===== config.mk =====
export PLATFORM = sky130hd
export DESIGN_NAME = glmf_peak_eval
export DESIGN_NICKNAME = d
export VERILOG_FILES = /design/src/rtl/glmf_pkg.sv /design/src/rtl/glmf_peak_eval.sv
export SDC_FILE = /design/constraint.sdc
export NUM_CORES = 1
export LEC_CHECK = 0
export ABC_AREA = 1
export BUFFER_PORTS_ARGS = -buffer_cell sky130_fd_sc_hd__buf_2
export CORE_ASPECT_RATIO = 0.5
export CORE_MARGIN = 2
export CORE_UTILIZATION = 50
export DETAILED_ROUTE_END_ITERATION = 8
export PLACE_DENSITY = 0.86
export SLEW_MARGIN = 20
export SYNTH_ARGS = -nofsm -noshare
export SYNTH_HDL_FRONTEND = slang
export SYNTH_SLANG_ARGS = --single-unit

===== constraint.sdc =====
create_clock -name clk -period 2.6 [get_ports clk]
set_input_delay 0 -clock clk [delete_from_list [all_inputs] [get_ports clk]]
set_output_delay 0 -clock clk [all_outputs]
set_load 0.02 [all_outputs]

===== src/rtl/glmf_pkg.sv =====
package glmf_pkg;

    localparam int CFG_DATA_W  = 10;
    localparam int CFG_INDEX_W = 2;
    localparam int PEAK_W      = 9;

    typedef logic [CFG_INDEX_W-1:0] cfg_index_t;

    localparam cfg_index_t CFG_NUM_ROWS = 2'd0;
    localparam cfg_index_t CFG_NUM_COLS = 2'd1;

    typedef struct packed {
        logic flush;
        logic decide;
        logic has_up;
        logic has_left;
        logic has_right;
    } item_flags_t;

endpackage


===== src/rtl/glmf_peak_eval.sv =====
module glmf_peak_eval #(
    parameter int MAX_ROWS    = 512,
    parameter int MAX_COLS    = 512,
    parameter int VALUE_WIDTH = 16
) (
    input  logic                              clk,
    input  logic                              rst_n,
    input  logic                              take,
    input  logic [$clog2(MAX_COLS)-1:0]       item_col,
    input  logic [$clog2(MAX_ROWS+1)-1:0]     item_row,
    input  glmf_pkg::item_flags_t             item_flags,
    input  logic signed [VALUE_WIDTH-1:0]     pixel_value,
    input  logic signed [VALUE_WIDTH-1:0]     mid,
    input  logic signed [VALUE_WIDTH-1:0]     up,
    input  logic signed [VALUE_WIDTH-1:0]     right,
    output logic                              pixel_stall,
    output logic                              wr_en,
    output logic [$clog2(MAX_COLS)-1:0]       wr_col,
    output logic signed [VALUE_WIDTH-1:0]     wr_center,
    output logic signed [VALUE_WIDTH-1:0]     wr_upper,
    output logic                              peak_valid,
    input  logic                              peak_stall,
    output logic [glmf_pkg::PEAK_W-1:0]       peak_row,
    output logic [glmf_pkg::PEAK_W-1:0]       peak_col
);

    localparam int ROW_W = $clog2(MAX_ROWS + 1);
    localparam int COL_W = $clog2(MAX_COLS);

    logic                          s1_valid_reg;
    logic [COL_W-1:0]              s1_col_reg;
    logic [ROW_W-1:0]              s1_row_reg;
    glmf_pkg::item_flags_t         s1_flags_reg;
    logic signed [VALUE_WIDTH-1:0] s1_down_reg;
    logic signed [VALUE_WIDTH-1:0] left_reg;
    logic                          out_valid_reg;
    logic [glmf_pkg::PEAK_W-1:0]   peak_row_reg;
    logic [glmf_pkg::PEAK_W-1:0]   peak_col_reg;

    logic                          adv;
    logic                          peak;

    always_comb
    begin
        adv         = s1_valid_reg && (!out_valid_reg || !peak_stall);
        pixel_stall = s1_valid_reg && !adv;

        peak = s1_flags_reg.decide;
        if (s1_flags_reg.has_up && (mid < up))
            peak = 1'b0;
        if (!s1_flags_reg.flush && (mid < s1_down_reg))
            peak = 1'b0;
        if (s1_flags_reg.has_left && (mid < left_reg))
            peak = 1'b0;
        if (s1_flags_reg.has_right && (mid < right))
            peak = 1'b0;

        wr_en     = adv && !s1_flags_reg.flush;
        wr_col    = s1_col_reg;
        wr_center = s1_down_reg;
        wr_upper  = mid;
    end

    always_ff @(posedge clk)
    begin
        if (take)
        begin
            s1_col_reg   <= item_col;
            s1_row_reg   <= item_row;
            s1_flags_reg <= item_flags;
            s1_down_reg  <= pixel_value;
        end
        if (adv && peak)
        begin
            peak_row_reg <= glmf_pkg::PEAK_W'(s1_row_reg);
            peak_col_reg <= glmf_pkg::PEAK_W'(s1_col_reg);
        end
    end

    always_ff @(posedge clk or negedge rst_n)
    begin
        if (!rst_n)
        begin
            s1_valid_reg  <= 1'b0;
            out_valid_reg <= 1'b0;
            left_reg      <= '0;
        end
        else
        begin
            if (take)
                s1_valid_reg <= 1'b1;
            else if (adv)
                s1_valid_reg <= 1'b0;

            if (adv && peak)
                out_valid_reg <= 1'b1;
            else if (!peak_stall)
                out_valid_reg <= 1'b0;

            if (adv)
                left_reg <= mid;
        end
    end

    assign peak_valid = out_valid_reg;
    assign peak_row   = peak_row_reg;
    assign peak_col   = peak_col_reg;

`ifndef SYNTHESIS
    a_peak_from_decide: assert property (@(posedge clk) disable iff (!rst_n)
        $rose(out_valid_reg) |-> $past(s1_valid_reg && s1_flags_reg.decide))
        else $error("result raised without a decided cell");

    a_no_write_on_flush: assert property (@(posedge clk) disable iff (!rst_n)
        (s1_valid_reg && s1_flags_reg.flush) |-> !wr_en)
        else $error("line buffer written by a flush request");
`endif

endmodule


# --- Yosys cells after proc, flatten, opt, wreduce, memory -nomap -nowiden ---
# Index checks and enable logic that the tools add are counted.
word_totals:
  out_inout_bits: 62
  word_cells: 40
  register_bits: 75
  inputBits: 92
op_classes:
  eq_ne: 1
  n_lt_le_gt_ge: 4
  n_reduce_logical: 14
  n_mux: 8
ops:
  columns: ["cell", "n"]
  rows:
  - ["$lt A16 B16 Y1", 4]
  - ["$logic_and A1 B1 Y1", 8]
  - ["$mux W1", 8]
  - ["$logic_not A1 Y1", 4]
  - ["$ne A2 B1 Y1 const B", 1]
  - ["$reduce_bool A2 Y1", 1]
  - ["$logic_or A1 B1 Y1", 1]

# --- Longest topological paths before layout ---
logic_depth:
  ltp_word: 8
  ltp_mapped: 16
  mapped_depth_nobuf: 16

# --- Least setup slack after synthesis ---
# Ideal clock, no wire load.
synth_timing:
  path_kind: "register to register"
  from: "register s1_down_reg[15], in the netlist wr_center[15]"
  to: "register peak_col_reg (netlist bit peak_col[0]) (enable)"
  t_arrival_ps: 1897
  required_time_ps: 2227
  period_less_slack_ps: 2270
  stages_incl_launch_ff: 12
  setup_ps: 373
  slack_ps: 330
  n_path_buf: 0
  path_cell_list: "edfxtp_1 inv_1 ha_1 a21oi_1 o21ai_0 nor2_1 nand3_1 nand3_1 nand2_1 nor2_2 nand3_2 inv_1"
synth_between:
  elab_chain_cells: 6
synth_lines:
  columns: ["item", "line_no", "rtl"]
  rows:
  - ["from (decl)", "glmf_peak_eval.sv:34", "logic signed [VALUE_WIDTH-1:0] s1_down_reg;"]
  - ["from (signal assigned)", "glmf_peak_eval.sv:71", "s1_down_reg <= pixel_value;"]
  - ["$lt A16 B16 Y1", "glmf_peak_eval.sv:51", "if (!s1_flags_reg.flush && (mid < s1_down_reg))"]
  - ["$logic_and A1 B1 Y1", "glmf_peak_eval.sv:51", null]
  - ["$mux W1", "glmf_peak_eval.sv:51", null]
  - ["$mux W1", "glmf_peak_eval.sv:53", "if (s1_flags_reg.has_left && (mid < left_reg))"]
  - ["$mux W1", "glmf_peak_eval.sv:55", "if (s1_flags_reg.has_right && (mid < right))"]
  - ["$logic_and A1 B1 Y1", "glmf_peak_eval.sv:73", "if (adv && peak)"]
  - ["to (signal assigned)", "glmf_peak_eval.sv:76", "peak_col_reg <= glmf_pkg::PEAK_W'(s1_col_reg);"]
  - ["to (decl)", "glmf_peak_eval.sv:38", "logic [glmf_pkg::PEAK_W-1:0] peak_col_reg;"]
# Every way passes these cells.
# A chain may end at the register's enable or synchronous reset.

# --- Worst setup path after layout ---
layout_timing:
  from: "input port mid[15]"
  to: "register peak_col_reg (netlist bit peak_col[6]) (enable)"
layout_between:
  elab_chain_cells: 7
  elab_cells_between_ends: 13
  cone_classes: "order compare: 4; mux: 4; reduce/logical: 5"
layout_lines:
  columns: ["item", "line_no", "rtl"]
  rows:
  - ["from (decl)", "glmf_peak_eval.sv:13", "input logic signed [VALUE_WIDTH-1:0] mid,"]
  - ["$lt A16 B16 Y1", "glmf_peak_eval.sv:49", "if (s1_flags_reg.has_up && (mid < up))"]
  - ["$logic_and A1 B1 Y1", "glmf_peak_eval.sv:49", null]
  - ["$mux W1", "glmf_peak_eval.sv:49", null]
  - ["$mux W1", "glmf_peak_eval.sv:51", null]
  - ["$mux W1", "glmf_peak_eval.sv:53", null]
  - ["$mux W1 (*)", "glmf_peak_eval.sv:55", null]
  - ["$logic_and A1 B1 Y1 (*)", "glmf_peak_eval.sv:73", null]
# Mark *: on every way between the ends. The rest lies on a longest branch, timed or not.

==> impl_metrics.env <==
export IMPL_worstPathCellList="dlygate4sd3_1 -> buf_2 -> ha_1 -> nand4_1 -> a21oi_1 -> nor2_1 -> a21oi_1 -> nor2_1 -> nor2_2 -> nand3_2 -> inv_1 -> buf_4"
export IMPL_synthesis_nets=560
export IMPL_worstSetupEndpointType="flop"
export IMPL_synth_ff_latch_count=75
export IMPL_cts_root_buf="clkbuf_16"
export IMPL_syn_cell_area_um2=4124
export IMPL_synthesized_instance_count=408
export IMPL_floorplan_die_height_um=68.22
export IMPL_drt_initial_drc_count=250
export IMPL_rows=23
export IMPL_routed_via_count=3556
export IMPL_cp_slowest_cell="dlygate4sd3_1"
export IMPL_critPathMaxStageDelay_ns=0.53
export IMPL_worst_slew_pin_transition_ns=0.9346
export IMPL_reg2reg_depth=14
export IMPL_power_density_cell_area_nw_per_um2=591.3
export IMPL_netSwitchingFraction_pct=27.72
export IMPL_grt_antenna_before_repair=0
export IMPL_synth_largest_area_cell="edfxtp_1"
export IMPL_share_clk_of_total_power_pct=36.3
export IMPL_synth_top_cell_area_share_pct=41.50
export IMPL_htree_num_levels=3
export IMPL_final_count_of_hold_timing_violations=0
export IMPL_min_path_cells=3
export IMPL_core_area_um2=8000
export IMPL_clock_sink_count=75
export IMPL_globalRoute_totalOverflow=0
export IMPL_required_time_at_the_worst_slack_endpoint_ns=2.61
export IMPL_max_cap_violations=0
export IMPL_die_area_um2=9035
export IMPL_switching_power_w=0.0009437
export IMPL_fin_tns_setup_ns=0
export IMPL_arrival_ns=2.39
export IMPL_chip_width_um=132.4
export IMPL_post_synth_cell_area_avg_um2=10.11
export IMPL_status="finished, final reports clean"
export IMPL_report_final_setup_viol=0
export IMPL_detail_route_vias_per_cell=4.898
export IMPL_crit_type="in2reg"
export IMPL_leakage_nw=2.972
export IMPL_clock_skew_ns=0.008183
export IMPL_clock_insertion_delay_worst_skew_ns=0.33
export IMPL_achievable_frequency_mhz=420.2
export IMPL_final_layout_size_suffix_gt1_share_pct=28.83
export IMPL_combinationalPowerShare_pct=21.1
export IMPL_detail_route_wl_per_cell_um=14.82
export IMPL_antenna_cells=0
export IMPL_internal_power_w=0.002460
export IMPL_period_needed_ns=2.380
export IMPL_number_of_unique_standard_cell_types_used_by_synthesis=22
export IMPL_timing_final_max_slew_violations=0
export IMPL_first_pass_iters=7
export IMPL_number_of_global_route_vias_before_repair=3600
export IMPL_cts_tree="built"
export IMPL_worst_hold_slack_ns=0.01125
export IMPL_top_area_cells_in_the_synthesized_netlist="edfxtp_1 42%, ha_1 18%, dfrtp_1 11%"
export IMPL_final_standard_cell_area_without_fillers_um2=5757
export IMPL_synth_sequential_area_ratio_pct=52.43
export IMPL_drt_total_wl_um=10760
export IMPL_place_gp_congestion=0.9067
export IMPL_route_detailed_drc=0
export IMPL_floorplan_initialDensity_pct=51.55
export IMPL_irDropWorstVdd_mv=0.5522
export IMPL_groute_usage_overall_pct=24.19
export IMPL_min_delay_path_class="in2reg"
export IMPL_synth_warnings=0
export IMPL_cts_made_buffers=9
export IMPL_max_slew_headroom_at_the_worst_pin_pct=37.69
export IMPL_clock_tree_buffer_depth=2
export IMPL_grt_start_max_net_pins=41
export IMPL_post_route_period_util_pct=91.53
export IMPL_floorplan_io_pins=154
export IMPL_grt_pass1_wl_um=16600
export IMPL_ant_nets=0
export IMPL_layout_area_overhead_vs_synth_pct=39.59
export IMPL_worst_setup_path_start_kind="input port"
export IMPL_grt_setup_unrepaired="false"
export IMPL_num_fill_cells=546
export IMPL_buffer_ports_inserted=152
export IMPL_final_net_count=761
export IMPL_dpl_cell_area_um2=4901
export IMPL_timing_critical_path_fanout_max=18
export IMPL_worst_setup_hold_path_clk_slew_ns=0.05
export IMPL_place_detailed_hpwl_um=6659
export IMPL_p_seq_share_pct=42.6
[layout by cell type, fill, tap and decap left out, types with 2 or more instances in the layout]
cell | synthesis | layout
nand2_1 | 77 | 77
o21ai_1 | 11 | 11
o21ai_0 | 14 | 14
inv_1 | 76 | 76
inv_2 | 6 | 6
dfrtp_1 | 18 | 18
buf_2 | 0 | 152
nand4_1 | 4 | 4
nor2_1 | 20 | 20
ha_1 | 60 | 60
edfxtp_1 | 57 | 57
clkbuf_16 | 0 | 9
nand3_1 | 9 | 9
clkinvlp_4 | 0 | 2
a21oi_1 | 26 | 26
nand3b_1 | 3 | 3
dlygate4sd3_1 | 0 | 56
a211oi_1 | 2 | 2
inv_6 | 0 | 2
clkbuf_1 | 3 | 2
[routing by layer]
| layer | GRT usage [%] | wire (um) | vias up |
|---|---|---|---|
| li1 | - | - | 1736 |
| met1 | 25.77 | 4111 | 1666 |
| met2 | 46.18 | 5688 | 125 |
| met3 | 7.481 | 685 | 29 |
| met4 | 10.22 | 271 | 0 |
| met5 | 0 | 0 | - |
[logic make-up after synthesis]
family	count (synthesis)	synth area share, %
fa+ha+maj	60	18.20
simple gates	118	11.98
buf+inv	101	10.65
compound gates	54	6.735
flops	75	52.43
[power groups by stage]
stage / Combinational [W] / Sequential, W / Clock [W]
2_1_floorplan: 0.000345 / 0.00153 / 0
3_3_place_gp: 0.000602 / 0.00146 / 0
3_5_place_dp: 0.000627 / 0.00147 / 0
4_1_cts: 0.000703 / 0.00145 / 0.00125
5_1_grt: 0.000808 / 0.00146 / 0.00130
6_report: 0.000720 / 0.00145 / 0.00123
[stage by stage]
stage / setup WS [ns] / instances / power, W / utilization, %
2_1_floorplan: 0.3299 / 408 / 0.001871 / -
3_3_place_gp: 0.4490 / 654 / 0.002066 / 61.26
3_5_place_dp: 0.3711 / 654 / 0.002096 / 61.26
4_1_cts: 0.2740 / 726 / 0.003401 / 71.96
5_1_grt: 0.06407 / 726 / 0.003563 / 71.96
6_report: 0.2202 / 726 / 0.003404 / 71.96
[worst max-delay path, delay by kind of cell]
kind | cells | cell delay (ns)
fa+ha+maj | 1 | 0.37
buf+inv | 4 | 1.03
simple gates | 5 | 0.57
compound gates | 2 | 0.41
[synthesized netlist by cell type, drive strengths merged]
| library cell | n |
|---|---|
| inv | 82 |
| nand2 | 77 |
| ha | 60 |
| edfxtp | 57 |
| a21oi | 26 |
| o21ai | 25 |
| nor2 | 21 |
| dfrtp | 18 |
| buf | 16 |
| nand3 | 10 |
| nand4 | 4 |
| clkbuf | 3 |
| nand3b | 3 |
| a211oi | 2 |
| nor3 | 2 |
| a21o | 1 |
| or2 | 1 |
[final timing paths]
kind	from	slack [ns]	end
setup / recovery	mid[15]	0.22	peak_col[6]$_DFFE_PP_
hold / removal	mid[0]	0.01	left_reg[0]$_DFFE_PN0P_
setup reg to reg	wr_center[9]$_DFFE_PP_	0.31	peak_col[6]$_DFFE_PP_
hold reg to reg	s1_row_reg[4]$_DFFE_PP_	0.42	peak_row[4]$_DFFE_PP_
max in group asynchronous	rst_n	2.15	left_reg[5]$_DFFE_PN0P_
min in group asynchronous	rst_n	0.15	s1_valid_reg$_DFFE_PN0P_
[timing repair]
action                                  in CTS  in global routing
hold buffers                                56                  0
resized for setup                            0                  0
endpoints found under the setup margin       0                  0
setup buffers                                0                  0
hold endpoints to repair                    73                  0
[area by class of cell]
cell class / instances / area (um^2) / area share [%]
multi-input cells: 232 / 1523 / 26.45
repair buffers: 209 / 1329 / 23.08
inverters: 82 / 307.8 / 5.347
clock buffers: 11 / 232.7 / 4.043
well taps: 112 / 140.1 / 2.434
flip-flops and latches: 75 / 2162 / 37.56
clock inverters: 5 / 62.56 / 1.087
(Power assumes the default switching activity.)
