--- config.mk ---
export PLATFORM = sky130hd
export DESIGN_NAME = glmf_frame_ctrl
export DESIGN_NICKNAME = d
export VERILOG_FILES = /design/src/rtl/glmf_pkg.sv /design/src/rtl/glmf_frame_ctrl.sv
export SDC_FILE = /design/constraint.sdc
export NUM_CORES = 1
export LEC_CHECK = 0
export ABC_AREA = 1
export BUFFER_PORTS_ARGS = -buffer_cell sky130_fd_sc_hd__buf_2
export CAP_MARGIN = 30
export CORE_AREA = 2 2 96 61
export CTS_CLUSTER_SIZE = 20
export DETAILED_ROUTE_END_ITERATION = 10
export DIE_AREA = 0 0 98 63
export PLACE_DENSITY = 0.77
export SYNTH_ARGS = -nofsm -noshare
export SYNTH_HDL_FRONTEND = slang
export SYNTH_SLANG_ARGS = --single-unit
export TNS_END_PERCENT = 20
--- constraint.sdc ---
create_clock -name clk -period 4.9 [get_ports clk]
set_clock_uncertainty 0.2 [all_clocks]
set_input_delay 0.735 -clock clk [delete_from_list [all_inputs] [get_ports clk]]
set_output_delay 0.735 -clock clk [all_outputs]
set_load 0.03 [all_outputs]
--- src/rtl/glmf_pkg.sv ---
package glmf_pkg;

    localparam int CFG_DATA_W  = 10;
    localparam int CFG_INDEX_W = 2;
    localparam int PEAK_W      = 9;

    typedef logic [CFG_INDEX_W-1:0] cfg_index_t;

    localparam cfg_index_t CFG_NUM_ROWS = 2'd0;
    localparam cfg_index_t CFG_NUM_COLS = 2'd1;

    typedef struct packed {
        logic flush;
        logic decide;
        logic has_up;
        logic has_left;
        logic has_right;
    } item_flags_t;

endpackage

--- src/rtl/glmf_frame_ctrl.sv ---
module glmf_frame_ctrl #(
    parameter int MAX_ROWS = 512,
    parameter int MAX_COLS = 512
) (
    input  logic                              clk,
    input  logic                              rst_n,
    input  logic                              cfg_valid,
    output logic                              cfg_ready,
    input  glmf_pkg::cfg_index_t              cfg_index,
    input  logic [glmf_pkg::CFG_DATA_W-1:0]   cfg_data,
    input  logic                              pixel_valid,
    input  logic                              op,
    input  logic                              pixel_stall,
    output logic                              take,
    output logic [$clog2(MAX_COLS)-1:0]       item_col,
    output logic [$clog2(MAX_ROWS+1)-1:0]     item_row,
    output glmf_pkg::item_flags_t             item_flags
);

    localparam int ROW_W  = $clog2(MAX_ROWS + 1);
    localparam int COL_W  = $clog2(MAX_COLS);
    localparam int COLS_W = $clog2(MAX_COLS + 1);

    logic [ROW_W-1:0]  rows_reg, rows_next;
    logic [COLS_W-1:0] cols_reg, cols_next;
    logic [ROW_W-1:0]  row_count_reg, row_count_next;
    logic [COL_W-1:0]  col_count_reg, col_count_next;

    logic              accept;
    logic              last_col;
    logic [31:0]       cfg_wide;
    logic [ROW_W-1:0]  rows_clamp;
    logic [COLS_W-1:0] cols_clamp;

    assign cfg_ready = 1'b1;

    always_comb
    begin
        cfg_wide = 32'(cfg_data);
        if (cfg_data == '0)
            rows_clamp = ROW_W'(1);
        else if (cfg_wide > 32'(MAX_ROWS))
            rows_clamp = ROW_W'(MAX_ROWS);
        else
            rows_clamp = ROW_W'(cfg_data);
        if (cfg_data == '0)
            cols_clamp = COLS_W'(1);
        else if (cfg_wide > 32'(MAX_COLS))
            cols_clamp = COLS_W'(MAX_COLS);
        else
            cols_clamp = COLS_W'(cfg_data);
    end

    always_comb
    begin
        accept   = pixel_valid && !pixel_stall;
        last_col = (COLS_W'(col_count_reg) + COLS_W'(1)) >= cols_reg;
        take     = accept && (op ? (row_count_reg == rows_reg) : (row_count_reg < rows_reg));

        item_col             = col_count_reg;
        item_row             = row_count_reg - ROW_W'(1);
        item_flags.flush     = op;
        item_flags.decide    = row_count_reg != '0;
        item_flags.has_up    = row_count_reg >= ROW_W'(2);
        item_flags.has_left  = col_count_reg != '0;
        item_flags.has_right = !last_col;

        rows_next      = rows_reg;
        cols_next      = cols_reg;
        row_count_next = row_count_reg;
        col_count_next = col_count_reg;

        if (cfg_valid && cfg_ready)
        begin
            unique case (cfg_index)
                glmf_pkg::CFG_NUM_ROWS:
                begin
                    rows_next      = rows_clamp;
                    row_count_next = '0;
                    col_count_next = '0;
                end
                glmf_pkg::CFG_NUM_COLS:
                begin
                    cols_next      = cols_clamp;
                    row_count_next = '0;
                    col_count_next = '0;
                end
                default:
                begin
                end
            endcase
        end
        else if (take)
        begin
            if (last_col)
            begin
                col_count_next = '0;
                row_count_next = op ? '0 : row_count_reg + ROW_W'(1);
            end
            else
            begin
                col_count_next = col_count_reg + COL_W'(1);
            end
        end
    end

    always_ff @(posedge clk or negedge rst_n)
    begin
        if (!rst_n)
        begin
            rows_reg      <= ROW_W'(1);
            cols_reg      <= COLS_W'(1);
            row_count_reg <= '0;
            col_count_reg <= '0;
        end
        else
        begin
            rows_reg      <= rows_next;
            cols_reg      <= cols_next;
            row_count_reg <= row_count_next;
            col_count_reg <= col_count_next;
        end
    end

`ifndef SYNTHESIS
    a_col_in_range: assert property (@(posedge clk) disable iff (!rst_n)
        COLS_W'(col_count_reg) < cols_reg)
        else $error("column counter past row end");

    a_row_in_range: assert property (@(posedge clk) disable iff (!rst_n)
        row_count_reg <= rows_reg)
        else $error("row counter past flush phase");

    a_dims_legal: assert property (@(posedge clk) disable iff (!rst_n)
        rows_reg != '0 && cols_reg != '0 && 32'(rows_reg) <= 32'(MAX_ROWS)
        && 32'(cols_reg) <= 32'(MAX_COLS))
        else $error("grid dimensions out of range");
`endif

endmodule

# Word-level counts from Yosys, hierarchy flattened

Cells that the tools add are included.

Register bits: 39
Input bits: 18
Output and inout bits: 26

Add/subtract/negate cells: 4
Magnitude comparators: 4
Equality and inequality tests: 3
Mux-type cells: 12
Reduce and logical (&&, ||, !) cells: 15

Operator list:

| cell                                                                    | number |
|---|---|
| 10-bit 2-to-1 mux                                                       | 7 |
| 9-bit 2-to-1 mux                                                        | 4 |
| 10-bit by 1-bit adder with 10-bit output (second input constant)        | 1 |
| 9-bit by 1-bit adder with 10-bit output (second input constant)         | 1 |
| 10-bit == test                                                          | 1 |
| 10-bit >= comparator                                                    | 1 |
| 10-bit by 2-bit >= comparator with 1-bit output (second input constant) | 1 |
| 10-bit > comparator (second input constant)                             | 1 |
| 10-bit logical NOT                                                      | 1 |
| 10-bit < comparator                                                     | 1 |
| 10-bit nonzero test                                                     | 1 |
| 10-bit by 1-bit subtractor with 10-bit output (second input constant)   | 1 |
| 9-bit by 1-bit adder with 9-bit output (second input constant)          | 1 |
| 9-bit nonzero test                                                      | 1 |
| 2-bit AND reduction                                                     | 3 |
| 2-bit nonzero test                                                      | 2 |
| 3-bit AND reduction                                                     | 1 |
| 2-bit by 1-bit == test with 1-bit output (second input constant)        | 1 |
| 1-bit logical AND                                                       | 2 |
| 1-bit logical NOT                                                       | 2 |
| 2-bit logical NOT                                                       | 1 |
| 2-bit != test (second input constant)                                   | 1 |
| 2-bit OR reduction                                                      | 1 |
| 1-bit 2-to-1 mux                                                        | 1 |

# Longest topological paths before layout

Gate-level depths: netlist (run 1).

Word-level depth: 5
Depth in mapped cells: 15
Gate-level depth less buffers: 15

# Worst setup path after synthesis (run 1)

Ideal clock, no wire load.

Path kind: flip-flop to output port
From: reg col_count_reg[0], in the netlist item_col[0]
To: out item_flags[0] (netlist bit)
Arrival: 2.417 ns
Required time: 3.965 ns
Path slack: 1.548 ns
Stages on the path, launching flop included: 13
Cell sequence: dfrtp_1 -> ha_1 -> nand3_1 -> nor2_1 -> nand2_1 -> nor2_1 -> xor2_1 -> ha_1 -> nand2_1 -> inv_1 -> a21oi_1 -> nand4_1 -> inv_1

RTL lines:

| what                   | line                   | RTL |
|---|---|---|
| start, declared        | glmf_frame_ctrl.sv:27  | `logic [COL_W-1:0] col_count_reg, col_count_next;` |
| start signal, assigned | glmf_frame_ctrl.sv:121 | `col_count_reg <= col_count_next;` |
| end, declared          | glmf_frame_ctrl.sv:17  | `output glmf_pkg::item_flags_t item_flags` |

==> metrics.csv, run 1 <==
metric;value;unit
RD Place Congestion;0.9293;
post-route cell area;3196;µm²
Mapped Nets;436;
critical path, cell by cell;ha_1, nand3_1, nor2_1, nand2_1, nor2_1, xor2_1, ha_1, nand2_1, inv_1, a21oi_1, nand4_1, inv_1, buf_2;
num rows;21;
global-route wire length before repair;11.31;mm
Worst slew margin;0.4171;
I/O pins;44;
CP max stage delay;460;ps
Post-CTS Resized;0;
minimum clock period;3782;ps
DP Area;3083;µm²
Critical Path RT;3960;ps
total number of vias;2599;
Die W;98;µm
WL final;6.841;mm
Post-CTS Setup Inserts;0;
# DRC;0;
WS Path Type;reg -> out;
Starting Density;0.5355;
area of the multi-input gates;1545;µm²
RSZ-0062 raised after global routing;no;
number of global-route vias before repair;2306;
Worst Max-Slew Pin Slew;874.4;ps
clock-pin slew on the worst setup and hold paths;80;ps
CP max FO;6;
CTS Buf Count;5;
GRT Total Usage;0.2343;
clock latency on the worst-skew pair;300;ps
share of layout cells above drive strength 1;0.1555;
setup violators final;0;
highest clock rate;264.4;MHz
DIE AREA;6174;µm²
Worst Path Arrival;2850;ps
WL per Instance;13.68;µm
Cells after Synth;392;
H-tree depth;2;
CP Capture Type;primary output;
Max Buffers Root-to-Sink;2;
Max Slew Vio Count;0;
leakage;1.783;nW
HP Class;reg -> reg;
diode count;0;
core area;5334;µm²
Root Driver;clkbuf_8;
1st-pass router iterations;6;
clock sinks;39;
CTS Hold Buffers Added;0;
Final Cycle Share;0.7718;
final hold viol count;0;
most common cell after layout, fill and taps aside;nand2_1;
CP Buf/Inv Count;3;
Netlist Area Pre-Place;2856;µm²
antenna violations before repair;0;
area grow syn2layout;11.87;%
Overflow after GRT;0;
1st-iter DRT viols;162;
Via-to-Cell Ratio;5.198;
HPWL after DPL;5.351;mm
flop2flop setup slack;1830;ps
delay-heaviest family, CP;simple AND/OR/NAND/NOR gates;
status;finished, final reports clean;
CTS tree;yes;
largest net degree at the start of global routing;40;
setup tns final;0;ps
Synth Warn #;0;
Crit-path slowest cell;dfrtp_1;
sequential share of the synthesized area;0.3425;
I/O Buffers;42;
Register Area;978.4;µm²
pwr dens;275.3;nW/µm²
Max Cap Violations;0;
Antenna Nets Post-Route;0;
die height;63;µm
Filler cells;495;
worst ir drop on vdd;0.1608;mV
Worst setup SP type;flop;
Avg Cell Area, Syn;7.287;µm²
#FFs+latches synth;39;
Final nets;474;
count of different cell masters after synthesis;34;
most frequent cells in the layout;nand2_1 (100), inv_1 (68), buf_2 (42);
-- worst register-to-register path, delay by kind of cell (launching register included) --
kind,cells,cell delay [ps]
buf+inv,1,50
simple gates,11,1970
fa+ha+maj,1,280
flops,1,460
-- path summary, 6_finish.rpt --
check	start	to	cells past startpoint
max in group asynchronous	rst_n	row_count_reg[0]	1
min reg2reg	rows_reg[0]	rows_reg[0]	2
min	rows_reg[0]	rows_reg[0]	2
max	item_col[0]	item_flags[0]	13
min in group asynchronous	rst_n	cols_reg[8]	1
max reg2reg	item_col[2]	row_count_reg[8]	13
-- logic make-up after synthesis --
family | Yosys count | share of synthesized area
other cells | 1 | 0.001313
compound gates | 36 | 0.07359
fa+ha+maj | 26 | 0.1139
xor+xnor | 14 | 0.04293
flops | 39 | 0.3425
simple gates | 195 | 0.3092
buf+inv | 81 | 0.1165
-- power breakdown --
group          internal (mW)  total, mW  switching (mW)
clock                  0.152      0.275           0.123
sequential             0.350      0.367          0.0171
combinational         0.0756      0.238           0.163
-- layer usage --
| metal | part of all wire | vias to the layer above | routed length (µm) | track usage |
|---|---|---|---|---|
| met1 | 0.51 | 1185 | 3471 | 0.3600 |
| met4 | 0.010 | 0 | 70 | 0.06250 |
| met3 | 0.083 | 6 | 566 | 0.06264 |
| met2 | 0.40 | 95 | 2732 | 0.3193 |
| li1 | - | 1313 | - | - |
| met5 | 0 | - | 0 | 0 |
-- synthesized netlist by cell type --
cell,number,share of area
nor4_1,3,0.0066
nand2_1,100,0.13
inv_1,68,0.089
a21o_1,1,0.0026
o21bai_1,1,0.0026
nor2_1,28,0.037
dfrtp_1,37,0.32
nor3_1,8,0.014
inv_2,2,0.0026
xnor2_1,3,0.0092
nand2_4,1,0.0039
buf_8,1,0.0053
and2_2,1,0.0026
ha_1,26,0.11
a31o_2,1,0.0031
conb_1,1,0.0013
nand3_1,40,0.070
a21oi_1,13,0.023
o21ai_1,1,0.0018
a21boi_4,1,0.0066
xor2_1,11,0.034
o21ai_0,12,0.021
nand2_2,2,0.0044
o22ai_1,6,0.013
buf_2,5,0.0088
nand3_4,1,0.0061
nand4_2,1,0.0044
dfstp_2,2,0.018
clkbuf_1,2,0.0026
buf_4,3,0.0079
nand4_1,5,0.011
nand3b_2,1,0.0039
nor2_2,1,0.0022
nor2_4,3,0.012
-- final cells by class --
class	instances	area share
Tap cell	69	0.02702
Clock buffer	5	0.02153
Clock inverter	3	0.01370
Multi-Input combinational cell	272	0.4836
Inverter	70	0.08222
Sequential cell	39	0.3062
Timing Repair Buffer	42	0.06578
-- stage by stage --
step	std cells	power (mW)	setup slack, ps	utilization	hold slack [ps]
finish	500	0.8796	1118	0.5991	283.9
global route	500	0.9295	820.7	0.5991	313.4
CTS	500	0.8846	1106	0.5991	284.6
detailed placement	492	0.6109	1457	0.5780	270.2
global placement	492	0.6034	1543	0.5780	267.5
floorplan	392	0.5397	1548	-	239.4
Power figures use the tool's default switching activity.
==> run 2, diff against run 1 <==
CORE_AREA = 2 2 99 63   (was 2 2 96 61)
DIE_AREA = 0 0 101 65   (was 0 0 98 63)
PLACE_DENSITY = 0.75   (was 0.77)
clock period = 3.1 ns   (was 4.9 ns; I/O delays follow)
==> metrics.csv, run 2 (same netlist as run 1, synthesis figures left out) <==
metric;value;unit;change
antenna violations before repair;0;;unchanged
global-route wire length before repair;11.97;mm;+5.9%
clock sinks;39;;unchanged
Crit-path slowest cell;dfrtp_1;;
largest net degree at the start of global routing;40;;unchanged
most frequent cells in the layout;nand2_1 (99), inv_1 (66), buf_2 (41);;
CTS tree;yes;;
leakage;1.850;nW;+3.8%
share of layout cells above drive strength 1;0.2032;;+0.04771
final hold viol count;0;;unchanged
Register Area;980.9;µm²;+0.26%
HPWL after DPL;5.446;mm;+1.8%
Overflow after GRT;0;;unchanged
Worst setup SP type;flop;;
HP Class;in -> async;;
pwr dens;407.9;nW/µm²;+48%
highest clock rate;330.9;MHz;
Worst Path Arrival;2360;ps;-490 ps
clock latency on the worst-skew pair;290;ps;about the same
Worst slew margin;0.4090;;-0.008086
final hold slack;85.89;ps;-198.0 ps
Via-to-Cell Ratio;5.134;;-1.2%
I/O Buffers;42;;unchanged
post-route cell area;3319;µm²;+3.9%
Final Cycle Share;0.9749;;
setup violators final;0;;unchanged
delay-heaviest family, CP;simple AND/OR/NAND/NOR gates;;
Max Cap Violations;0;;unchanged
CP max stage delay;360;ps;-100 ps
CP Capture Type;primary output;;
most common cell after layout, fill and taps aside;nand2_1;;
die height;65;µm;+3.2%
area grow syn2layout;16.21;%;
RD Place Congestion;0.8459;;-9.0%
WL final;7.054;mm;+3.1%
Top cell by count, worst path;inv_2;;
CTS Hold Buffers Added;0;;unchanged
area of the multi-input gates;1588;µm²;+2.8%
R2R Path Start;item_col[2];;
status;finished, final reports clean;;
I/O pins;44;;unchanged
Register-to-Register Path Depth;14;;+1
Max Buffers Root-to-Sink;2;;unchanged
CP Buf/Inv Count;3;;unchanged
Worst Max-Slew Pin Slew;886.5;ps;+12.13 ps
clock-pin slew on the worst setup and hold paths;80;ps;about the same
DP Area;3109;µm²;+0.85%
1st-pass router iterations;4;;-2
RSZ-0062 raised after global routing;yes;;
Max Slew Vio Count;0;;unchanged
num rows;22;;+4.8%
Root Driver;clkbuf_8;;
1st-iter DRT viols;183;;+13%
core area;5781;µm²;+8.4%
worst ir drop on vdd;0.1863;mV;+16%
diode count;0;;unchanged
CP max FO;2;;-4
critical path, cell by cell;ha_2, nand3_2, nor2_2, nand2_1, nor2_1, xor2_1, ha_1, nand2_2, inv_2, a21oi_2, nand4_1, inv_2, buf_6;;
Critical Path RT;2430;ps;-1530 ps
Antenna Nets Post-Route;0;;unchanged
DIE AREA;6565;µm²;+6.3%
total number of vias;2644;;+1.7%
minimum clock period;3022;ps;
WL per Instance;13.70;µm;+0.11%
Die W;101;µm;+3.1%
# DRC;0;;unchanged
Starting Density;0.4942;;-0.04138
GRT Total Usage;0.2385;;+0.004225
Filler cells;549;;+11%
number of global-route vias before repair;2481;;+7.6%
flop2flop setup slack;280;ps;-1550 ps
WS Path Type;reg -> out;;
worst r2r dst;row_count_reg[9];;
CTS Buf Count;5;;unchanged
H-tree depth;2;;unchanged
Final nets;486;;+2.5%
-- run 2: cell count changes in the layout (fill, tap and decap cells not counted), sizes merged --
cell	change
clkinv	-1
bufinv	-1
clkbuf	+2
buf	+12
-- run 2: what timing repair did --
action                                  in CTS  in global routing
pin swaps                                    6                 10
buffers inserted                             6                  3
gates resized for setup                      7                  9
endpoints found under the setup margin       1                 11
-- run 2: worst max-delay path by stage --
stage                start  cells past startpoint          endpoint  slack, ps
2_1_floorplan  item_col[0]                     12     item_flags[0]         20
5_1_grt        item_col[1]                     13     item_flags[0]       -120
4_1_cts        item_col[0]                     13     item_flags[0]         10
3_5_place_dp   item_col[2]                     14  row_count_reg[7]        140
3_3_place_gp   item_col[1]                     13     item_flags[0]        240
6_report       item_col[0]                     13     item_flags[0]         80
-- run 2: cell type report --
type | instances | share of cell area
clock buffers | 7 | 0.02601
inverters | 70 | 0.07916
multi-input cells | 272 | 0.4783
flip-flops and latches | 39 | 0.2955
repair buffers | 54 | 0.09235
clock inverters | 1 | 0.001508
well taps | 72 | 0.02714
-- run 2: per-stage QoR --
| stage | total power, mW | utilization | setup TNS, ps | setup WS, ps | cells |
|---|---|---|---|---|---|
| detailed placement | 0.9766 | 0.5379 | 0 | 143.3 | 498 |
| global placement | 0.9618 | 0.5379 | 0 | 238.5 | 498 |
| floorplan | 0.8530 | - | 0 | 17.64 | 392 |
| CTS | 1.353 | 0.5649 | 0 | 11.61 | 512 |
| global route | 1.438 | 0.5742 | -116.8 | -116.8 | 515 |
| finish | 1.354 | 0.5742 | 0 | 77.73 | 515 |
-- run 2: per-layer routing --
layer  GRT usage  up-vias  part of all wire
met5           0        -                 0
met2      0.3392       87              0.41
met3     0.05286        9             0.067
met4     0.06419        0             0.013
li1            -     1334                 -
met1      0.3617     1214              0.51
-- run 2: where the power goes --
| part | switching (mW) | internal, mW |
|---|---|---|
| logic | 0.276 | 0.143 |
| clock network | 0.182 | 0.180 |
| registers | 0.0204 | 0.553 |
| total | 0.479 | 0.876 |
==> run 3, diff against run 2 <==
MAX_ROUTING_LAYER = met4   (was not set)
==> metrics.csv, run 3 (same netlist as run 1, synthesis figures left out) <==
metric;value;unit;change
most frequent cells in the layout;nand2_1 (99), inv_1 (66), buf_2 (41);;
DIE AREA;6565;µm²;unchanged
die height;65;µm;unchanged
highest clock rate;330.8;MHz;about the same
Starting Density;0.4942;;unchanged
final hold viol count;0;;unchanged
# DRC;0;;unchanged
Max Buffers Root-to-Sink;2;;unchanged
global-route wire length before repair;11.97;mm;unchanged
total power;1.355;mW;about the same
leakage;1.850;nW;unchanged
worst ir drop on vdd;0.1864;mV;about the same
total number of vias;2642;;-0.076%
CP Capture Type;primary output;;
clock latency on the worst-skew pair;300;ps;about the same
Max Cap Violations;0;;unchanged
I/O pins;44;;unchanged
Max Slew Vio Count;0;;unchanged
minimum clock period;3023;ps;+0.5995 ps
CP max FO;2;;unchanged
pwr dens;408.1;nW/µm²;about the same
Final Cycle Share;0.9751;;about the same
RSZ-0062 raised after global routing;yes;;
area grow syn2layout;16.21;%;unchanged
WL final;7.055;mm;about the same
Overflow after GRT;0;;unchanged
1st-iter DRT viols;173;;-5.5%
Util after Layout;0.5742;;unchanged
CTS tree;yes;;
1st-pass router iterations;5;;+1
GRT Total Usage;0.2449;;+0.006405
Antenna Nets Post-Route;0;;unchanged
most common cell after layout, fill and taps aside;nand2_1;;
Final nets;486;;unchanged
largest net degree at the start of global routing;40;;unchanged
HPWL after DPL;5.446;mm;unchanged
HP Class;in -> async;;
number of global-route vias before repair;2481;;unchanged
diode count;0;;unchanged
status;finished, final reports clean;;
I/O Buffers;42;;unchanged
Worst Path Arrival;2360;ps;about the same
num rows;22;;unchanged
H-tree depth;2;;unchanged
Worst slew margin;0.4044;;-0.004613
setup violators final;0;;unchanged
WS Path Type;reg -> out;;
Worst Max-Slew Pin Slew;893.4;ps;+6.920 ps
core area;5781;µm²;unchanged
Root Driver;clkbuf_8;;
CTS Hold Buffers Added;0;;unchanged
share of layout cells above drive strength 1;0.2032;;unchanged
RD Place Congestion;0.8592;;+1.6%
Die W;101;µm;unchanged
CTS Buf Count;5;;unchanged
clock sinks;39;;unchanged
antenna violations before repair;0;;unchanged
Worst setup SP type;flop;;
Via-to-Cell Ratio;5.130;;about the same
Critical Path RT;2430;ps;about the same
WL per Instance;13.70;µm;about the same
clock-pin slew on the worst setup and hold paths;70;ps;about the same
[run 3: cell counts in the layout (fill, tap and decap cells not counted)]
Identical to the previous run, type by type.
[run 3: critical path, cell delays in order (launching register included)]
cell	delay, ps
dfrtp_1	360
ha_2	190
nand3_2	90
nor2_2	110
nand2_1	70
nor2_1	110
xor2_1	220
ha_1	280
nand2_2	90
inv_2	40
a21oi_2	100
nand4_1	140
inv_2	110
buf_6	130
[run 3: final timing paths]
| kind | from | to | slack, ps | depth (start not counted) |
|---|---|---|---|---|
| max | item_col[0] | item_flags[0] | 80 | 13 |
| max in group asynchronous | rst_n | item_col[3] | 1980 | 1 |
| min in group clk | cfg_data[8] | cols_reg[8] | 240 | 3 |
| min reg2reg | rows_reg[0] | rows_reg[0] | 280 | 2 |
| max reg2reg | item_col[2] | row_count_reg[9] | 270 | 14 |
| min | rst_n | cols_reg[8] | 90 | 1 |
[run 3: metal layers]
layer  share of wire  vias up  global-route usage
li1                -     1337                   -
met1            0.52     1216              0.3596
met2            0.41       79              0.3408
met3           0.059       10             0.05286
met4           0.013        0             0.06419
met5               0        -                   -
[run 3: repair_timing]
item	4_1_cts	5_1_grt
buffers inserted	6	3
endpoints found under the setup margin	1	11
pin swaps	6	10
resized for setup	7	9
[run 3: report_power, final]
group | total [mW] | switching [mW] | internal, mW
combinational | 0.419 | 0.276 | 0.143
sequential | 0.574 | 0.0206 | 0.553
clock | 0.362 | 0.183 | 0.180
[run 3: cell type report]
class | count | area, µm²
fillers | 549 | 2461
multi-input cells | 272 | 1588
clock buffers | 7 | 86.33
clock inverters | 1 | 5.005
well taps | 72 | 90.09
flip-flops and latches | 39 | 980.9
repair buffers | 54 | 306.5
inverters | 70 | 262.8
[run 3: through the flow]
stage | setup WS [ps] | std cells | hold slack, ps | TNS [ps] | instance area, µm²
finish | 77.13 | 515 | 90.02 | 0 | 3319
global route | -116.1 | 515 | 152.6 | -116.1 | 3319
global placement | 238.5 | 498 | 264.1 | 0 | 3109
floorplan | 17.64 | 392 | -30.59 | 0 | 2856
detailed placement | 143.3 | 498 | 265.4 | 0 | 3109
CTS | 11.61 | 512 | 116.8 | 0 | 3266
